--- config.mk ---
export PLATFORM = sky130hd
export DESIGN_NAME = dtwbt_ctrl
export DESIGN_NICKNAME = d
export VERILOG_FILES = /design/src/hw/rtl/dtwbt_pkg.sv /design/src/hw/rtl/dtwbt_ctrl.sv
export SDC_FILE = /design/constraint.sdc
export NUM_CORES = 1
export LEC_CHECK = 0
export BUFFER_PORTS_ARGS = -buffer_cell sky130_fd_sc_hd__buf_2
export CAP_MARGIN = 20
export CORE_MARGIN = 4
export CORE_UTILIZATION = 57
export DETAILED_ROUTE_END_ITERATION = 8
export PLACE_DENSITY = 0.79
export SLEW_MARGIN = 20
export SYNTH_ARGS = -nofsm -noshare
export SYNTH_HDL_FRONTEND = slang
export SYNTH_SLANG_ARGS = --single-unit
--- constraint.sdc ---
create_clock -name clk -period 4 [get_ports clk]
set_clock_uncertainty 0.05 [all_clocks]
set_input_delay 0.8 -clock clk [delete_from_list [all_inputs] [get_ports clk]]
set_output_delay 0.8 -clock clk [all_outputs]
set_load 0.05 [all_outputs]
--- src/hw/rtl/dtwbt_pkg.sv ---
// Shared constants, codes and control structs of the DTW distance core.
`default_nettype none

package dtwbt_pkg;

    localparam int DEF_MAX_LENGTH  = 32;
    localparam int DEF_SAMPLE_BITS = 16;

    localparam int COST_W  = 40;
    localparam int CELLS_W = 6;
    localparam int LEN_W   = 6;
    localparam int OP_W    = 2;
    localparam int INDEX_W = 5;
    localparam int VALUE_W = 16;

    localparam logic [COST_W-1:0]  COST_MAX  = {COST_W{1'b1}};
    localparam logic [CELLS_W-1:0] CELLS_MAX = {CELLS_W{1'b1}};
    localparam logic [LEN_W-1:0]   LEN_RESET = LEN_W'(32);

    // stream packing
    localparam int IN_INDEX_LSB  = 0;
    localparam int IN_VALUE_LSB  = IN_INDEX_LSB + INDEX_W;
    localparam int IN_DATA_W     = 24;
    localparam int OUT_COST_LSB  = 0;
    localparam int OUT_CELLS_LSB = OUT_COST_LSB + COST_W;
    localparam int OUT_DATA_W    = 48;

    // operation codes
    localparam logic [OP_W-1:0] OP_LOAD_A = 2'd0;
    localparam logic [OP_W-1:0] OP_LOAD_B = 2'd1;
    localparam logic [OP_W-1:0] OP_RUN    = 2'd2;

    // configuration register indexes
    localparam int CFG_INDEX_W = 1;
    localparam logic [CFG_INDEX_W-1:0] CFG_CURVE_A_LENGTH = 1'b0;
    localparam logic [CFG_INDEX_W-1:0] CFG_CURVE_B_LENGTH = 1'b1;

    typedef struct packed {
        logic load_a;
        logic load_b;
        logic start;
        logic issue;
        logic walk;
        logic cap_up;
        logic cap_left;
        logic cap_diag;
        logic done;
    } dtwbt_cmd_t;

    typedef struct packed {
        logic busy;
        logic go_up;
        logic go_left;
    } dtwbt_status_t;

endpackage

`default_nettype wire

--- src/hw/rtl/dtwbt_ctrl.sv ---
// Sequencer of the DTW core: handshake, matrix fill order and backtrack walk.
`default_nettype none

module dtwbt_ctrl
    import dtwbt_pkg::*;
#(
    parameter int MAX_LENGTH = DEF_MAX_LENGTH
)
(
    input  wire logic                           clk,
    input  wire logic                           rst_n,
    input  wire logic                           s_tvalid,
    output logic                                s_tready,
    input  wire logic [OP_W-1:0]                op,
    input  wire logic [LEN_W-1:0]               curve_a_length,
    input  wire logic [LEN_W-1:0]               curve_b_length,
    input  wire logic                           out_free,
    input  wire dtwbt_status_t                  status,
    output dtwbt_cmd_t                          cmd,
    output logic [$clog2(MAX_LENGTH)-1:0]       cell_row,
    output logic [$clog2(MAX_LENGTH)-1:0]       cell_col,
    output logic [$clog2(MAX_LENGTH)-1:0]       rd_row,
    output logic [$clog2(MAX_LENGTH)-1:0]       rd_col
);

    localparam int IDX_W = $clog2(MAX_LENGTH);
    localparam int COL_W = $clog2((MAX_LENGTH < 4) ? 4 : MAX_LENGTH);
    localparam logic [IDX_W-1:0] LAST_IDX    = IDX_W'(MAX_LENGTH - 1);
    localparam logic [COL_W-1:0] MIN_COL_END = COL_W'(3);

    typedef enum logic [3:0] {
        ST_IDLE,
        ST_FILL,
        ST_FILL_DRAIN,
        ST_WALK_START,
        ST_WALK_NEXT,
        ST_WALK_LEFT,
        ST_WALK_DIAG,
        ST_WALK_CAP,
        ST_WALK_STEP,
        ST_WALK_DRAIN
    } state_t;

    state_t            state_reg, state_next;
    logic [IDX_W-1:0]  row_reg, row_next;
    logic [COL_W-1:0]  col_reg, col_next;
    logic [IDX_W-1:0]  a_last_reg, a_last_next;
    logic [IDX_W-1:0]  b_last_reg, b_last_next;
    logic [COL_W-1:0]  col_end_reg, col_end_next;
    logic              accept;

    // map a length register onto the last index used by a run
    function automatic logic [IDX_W-1:0] last_index(input logic [LEN_W-1:0] len);
        logic [IDX_W-1:0] res;
        if (len == '0)
        begin
            res = '0;
        end
        else if (int'(len) > MAX_LENGTH)
        begin
            res = LAST_IDX;
        end
        else
        begin
            res = IDX_W'(len - LEN_W'(1));
        end
        return res;
    endfunction

    assign s_tready = (state_reg == ST_IDLE);
    assign accept   = s_tvalid && s_tready;

    always_comb
    begin
        state_next   = state_reg;
        row_next     = row_reg;
        col_next     = col_reg;
        a_last_next  = a_last_reg;
        b_last_next  = b_last_reg;
        col_end_next = col_end_reg;
        cmd          = '0;
        cell_row     = row_reg;
        cell_col     = col_reg[IDX_W-1:0];
        rd_row       = row_reg - IDX_W'(1);
        rd_col       = col_reg[IDX_W-1:0];

        unique case (state_reg)
            ST_IDLE:
            begin
                if (accept)
                begin
                    priority if (op == OP_LOAD_A)
                    begin
                        cmd.load_a = 1'b1;
                    end
                    else if (op == OP_LOAD_B)
                    begin
                        cmd.load_b = 1'b1;
                    end
                    else if (op == OP_RUN)
                    begin
                        cmd.start   = 1'b1;
                        a_last_next = last_index(curve_a_length);
                        b_last_next = last_index(curve_b_length);
                        // pad short rows so the row above is written before it is read
                        col_end_next = (COL_W'(a_last_next) < MIN_COL_END) ?
                                       MIN_COL_END : COL_W'(a_last_next);
                        row_next    = '0;
                        col_next    = '0;
                        state_next  = ST_FILL;
                    end
                    else
                    begin
                        state_next = ST_IDLE;
                    end
                end
            end

            ST_FILL:
            begin
                cmd.issue = (col_reg <= COL_W'(a_last_reg));
                if (col_reg == col_end_reg)
                begin
                    col_next = '0;
                    if (row_reg == b_last_reg)
                    begin
                        state_next = ST_FILL_DRAIN;
                    end
                    else
                    begin
                        row_next = row_reg + IDX_W'(1);
                    end
                end
                else
                begin
                    col_next = col_reg + COL_W'(1);
                end
            end

            ST_FILL_DRAIN:
            begin
                if (!status.busy)
                begin
                    state_next = ST_WALK_START;
                end
            end

            ST_WALK_START:
            begin
                row_next   = b_last_reg;
                col_next   = COL_W'(a_last_reg);
                cell_row   = b_last_reg;
                cell_col   = a_last_reg;
                cmd.issue  = 1'b1;
                cmd.walk   = 1'b1;
                state_next = ST_WALK_NEXT;
            end

            ST_WALK_NEXT:
            begin
                priority if (row_reg == '0 && col_reg == '0)
                begin
                    state_next = ST_WALK_DRAIN;
                end
                else if (row_reg == '0)
                begin
                    col_next  = col_reg - COL_W'(1);
                    cell_col  = col_next[IDX_W-1:0];
                    cmd.issue = 1'b1;
                    cmd.walk  = 1'b1;
                end
                else if (col_reg == '0)
                begin
                    row_next  = row_reg - IDX_W'(1);
                    cell_row  = row_next;
                    cmd.issue = 1'b1;
                    cmd.walk  = 1'b1;
                end
                else
                begin
                    // read the up neighbour first
                    state_next = ST_WALK_LEFT;
                end
            end

            ST_WALK_LEFT:
            begin
                rd_row     = row_reg;
                rd_col     = col_reg[IDX_W-1:0] - IDX_W'(1);
                cmd.cap_up = 1'b1;
                state_next = ST_WALK_DIAG;
            end

            ST_WALK_DIAG:
            begin
                rd_col       = col_reg[IDX_W-1:0] - IDX_W'(1);
                cmd.cap_left = 1'b1;
                state_next   = ST_WALK_CAP;
            end

            ST_WALK_CAP:
            begin
                cmd.cap_diag = 1'b1;
                state_next   = ST_WALK_STEP;
            end

            ST_WALK_STEP:
            begin
                priority if (status.go_up)
                begin
                    row_next = row_reg - IDX_W'(1);
                end
                else if (status.go_left)
                begin
                    col_next = col_reg - COL_W'(1);
                end
                else
                begin
                    row_next = row_reg - IDX_W'(1);
                    col_next = col_reg - COL_W'(1);
                end
                cell_row   = row_next;
                cell_col   = col_next[IDX_W-1:0];
                cmd.issue  = 1'b1;
                cmd.walk   = 1'b1;
                state_next = ST_WALK_NEXT;
            end

            ST_WALK_DRAIN:
            begin
                // hold until the last path cell is summed and the output is free
                if (!status.busy && out_free)
                begin
                    cmd.done   = 1'b1;
                    state_next = ST_IDLE;
                end
            end

            default:
            begin
                state_next = ST_IDLE;
            end
        endcase
    end

    always_ff @(posedge clk or negedge rst_n)
    begin
        if (!rst_n)
        begin
            state_reg   <= ST_IDLE;
            row_reg     <= '0;
            col_reg     <= '0;
            a_last_reg  <= '0;
            b_last_reg  <= '0;
            col_end_reg <= MIN_COL_END;
        end
        else
        begin
            state_reg   <= state_next;
            row_reg     <= row_next;
            col_reg     <= col_next;
            a_last_reg  <= a_last_next;
            b_last_reg  <= b_last_next;
            col_end_reg <= col_end_next;
        end
    end

endmodule

`default_nettype wire

==> results.ini <==
[status]
status = complete, no violations

[yosys]
synth_compound_area_share_pct = 25.4
synth_top_family_by_area = compound AO/OA/AOI/OAI gates
yosysSeqAreaShare_pct = 24.0
netlist.area_leader.share_pct = 22.2
ys_types = 66
syn_area_um2 = 2930
yosysMostFrequentCell = nand2_1
synthArstFlopShare_pct = 100
muxShareOfSynthArea_pct = 2.14
synthAdderAreaFrac_pct = 7.61
synth-simple-area-share_pct = 24.2
synth.net_count = 399
syn_inst = 361
ys_ff_latch = 28
synthTopCellsByArea = dfrtp_1 (22%), ha_1 (7.3%), xnor2_1 (6.9%), a21o_1 (3.8%), nand2_1 (3.8%)
netlist.top_cell.by_area = dfrtp_1
yosys_warnings = 0
ys.flop_type = dfrtp_1
synth_common_cells = nand2_1 (30), dfrtp_1 (26), inv_1 (23), nor2_1 (23), xnor2_1 (23)
syn_avg_cell_area_um2 = 8.11
synth_edf_count = 0
synthXorXnorAreaFrac_pct = 8.97

[worst_setup_path]
path_class = reg -> out
critPathCaptureType = primary output
cp_max_fo = 9
rrSetupSlack_ps = 1150
reg2regPathDepth = 5
r2r-start = state_reg[0]
worstPathArrival_ps = 2970
rr_endpoint = row_reg[1]
crit_path_start = row_reg[1]
worst_setup_path_start_kind = flip-flop
worstSetupEndpoint = cell_col[3]
required_ps = 3150

[routing]
num_vias = 2887
viasPerCell = 6.18
drc = 0
drt-wirelength-per-cell_um = 16.0
drt-total-wl_um = 7480
first_pass_iters = 5
drt-initial-drc-count = 239
drtAntennaViolNets = 0

[floorplan]
num_rows = 25
core_area_um2 = 4850
floorplan.initialDensity_pct = 60.4
fp.dieW_um = 79.7
ios = 51
dieArea_um2 = 6350
die-height_um = 79.7

[clocking]
clk_pin_slew_worst_paths_ps = 100
cts_root_buf = clkbuf_8
numCtsBuffers = 3
clockBufferDepth = 2
cts_tree = built
htreeDepth = 1
clk_latency_ps = 280
clock-sinks = 28

[placed_design]
dp.final_hpwl_um = 5700
numPortBuffers = 50
place_congestion = 0.976

[sta]
fin_crit_ps = 3820
drv_slew = 0
maxSlewHeadroom_pct = 47.4
setup_violations = 0
finalSetupTns_ps = 0
hold_violations = 0
fmax_ghz = 0.262
rsz0062_at_grt = false
worst_pin_slew_ps = 783
period_share_pct = 95.5

[cells_and_area]
final_nets = 440
final_layout_size_suffix_gt1_share_pct = 20.3
diodes = 0
syn2layout_area_growth_pct = 11.9

[job]
cap_violations = 0

[grt]
grt_max_degree = 29
track_usage_pct = 25.0
grt_pass1_vias = 2791
antenna_found_initial = 0
grt_overflow_total = 0
grt_pass1_wl_um = 12800

[worst_hold_path]
hp-class = reg -> reg

[worst min path at each step]
stage / startpoint / endpoint / slack [ps] / depth (start not counted)
2_1_floorplan: col_end_reg[4] / col_end_reg[4] / 420 / 2
3_3_place_gp: col_end_reg[2] / col_end_reg[2] / 430 / 1
3_5_place_dp: col_end_reg[2] / col_end_reg[2] / 440 / 1
4_1_cts: col_end_reg[2] / col_end_reg[2] / 460 / 1
5_1_grt: col_end_reg[2] / col_end_reg[2] / 480 / 1
6_report: col_end_reg[2] / col_end_reg[2] / 460 / 1
[per-layer routing]
layer  vias up  track usage [%]  part of all wire, %  routed length, um
met2       114             41.4                   47               3500
met4         0             6.53                  1.0                 76
met1      1368             33.4                   45               3350
met5         -                0                    0                  0
met3        11             4.63                  7.5                560
li1       1394                -                    -                  -
[through the flow]
step,util [%],area (um2),setup WS (ps),hold WS (ps),instances
CTS,67.1,3250,1.69,462,466
detailed placement,66.3,3210,322,440,463
floorplan,-,2930,80.1,415,361
finish,67.6,3280,178,459,467
global placement,66.3,3210,423,433,463
global route,67.6,3280,42.7,480,467
[kinds of logic (layout without fill, tap and decap cells)]
kind of cell / Yosys count / after routing
buffers and inverters: 49 / 88
and+or+nand+nor: 126 / 126
xor gates and xnor gates: 30 / 30
DFF: 28 / 28
AOI/OAI and AO/OA: 104 / 104
adders and majority gates: 18 / 18
muxes: 6 / 6
[area by class of cell]
class                      instances  area [um2]
sequential                        28         704
inverter                          25         106
tap                               67        83.8
fill                             427        1570
clock buffer                       3        41.3
timing repair buffer              60         333
multi-input combinational        284        2010
[repair_timing]
item | 4_1_cts | 5_1_grt
hold buffers | 0 | 0
setup endpoints to repair | 0 | 6
setup buffers | 0 | 1
hold endpoints to repair | 0 | 0
gates resized for setup | 0 | 7
[worst max-delay path, cell delays in order, from the launching register on]
cell	delay, ps
dfrtp_2	490
inv_1	100
ha_2	240
or4b_4	540
clkinv_8	80
ha_2	230
buf_4	180
nor3_1	70
xnor2_1	120
o221ai_1	240
a21o_1	150
clkbuf_4	240
[cells in the final DEF (no fill, tap or decap), drive strengths merged, types with 5 or more instances in the layout]
master	instances
buf	57
nand2	30
dfrtp	26
inv	24
nor2	23
xnor2	23
nor3	17
ha	17
a21o	15
a21oi	15
o21ai	15
nand3	9
a211oi	9
nand2b	8
nor2b	7
o221ai	7
xor2	7
clkbuf	6
o211ai	5
a211o	5
Power is left out: the tool's default activity adds up to more than one toggle a clock period on the data nets, which glitch-free logic cannot reach.
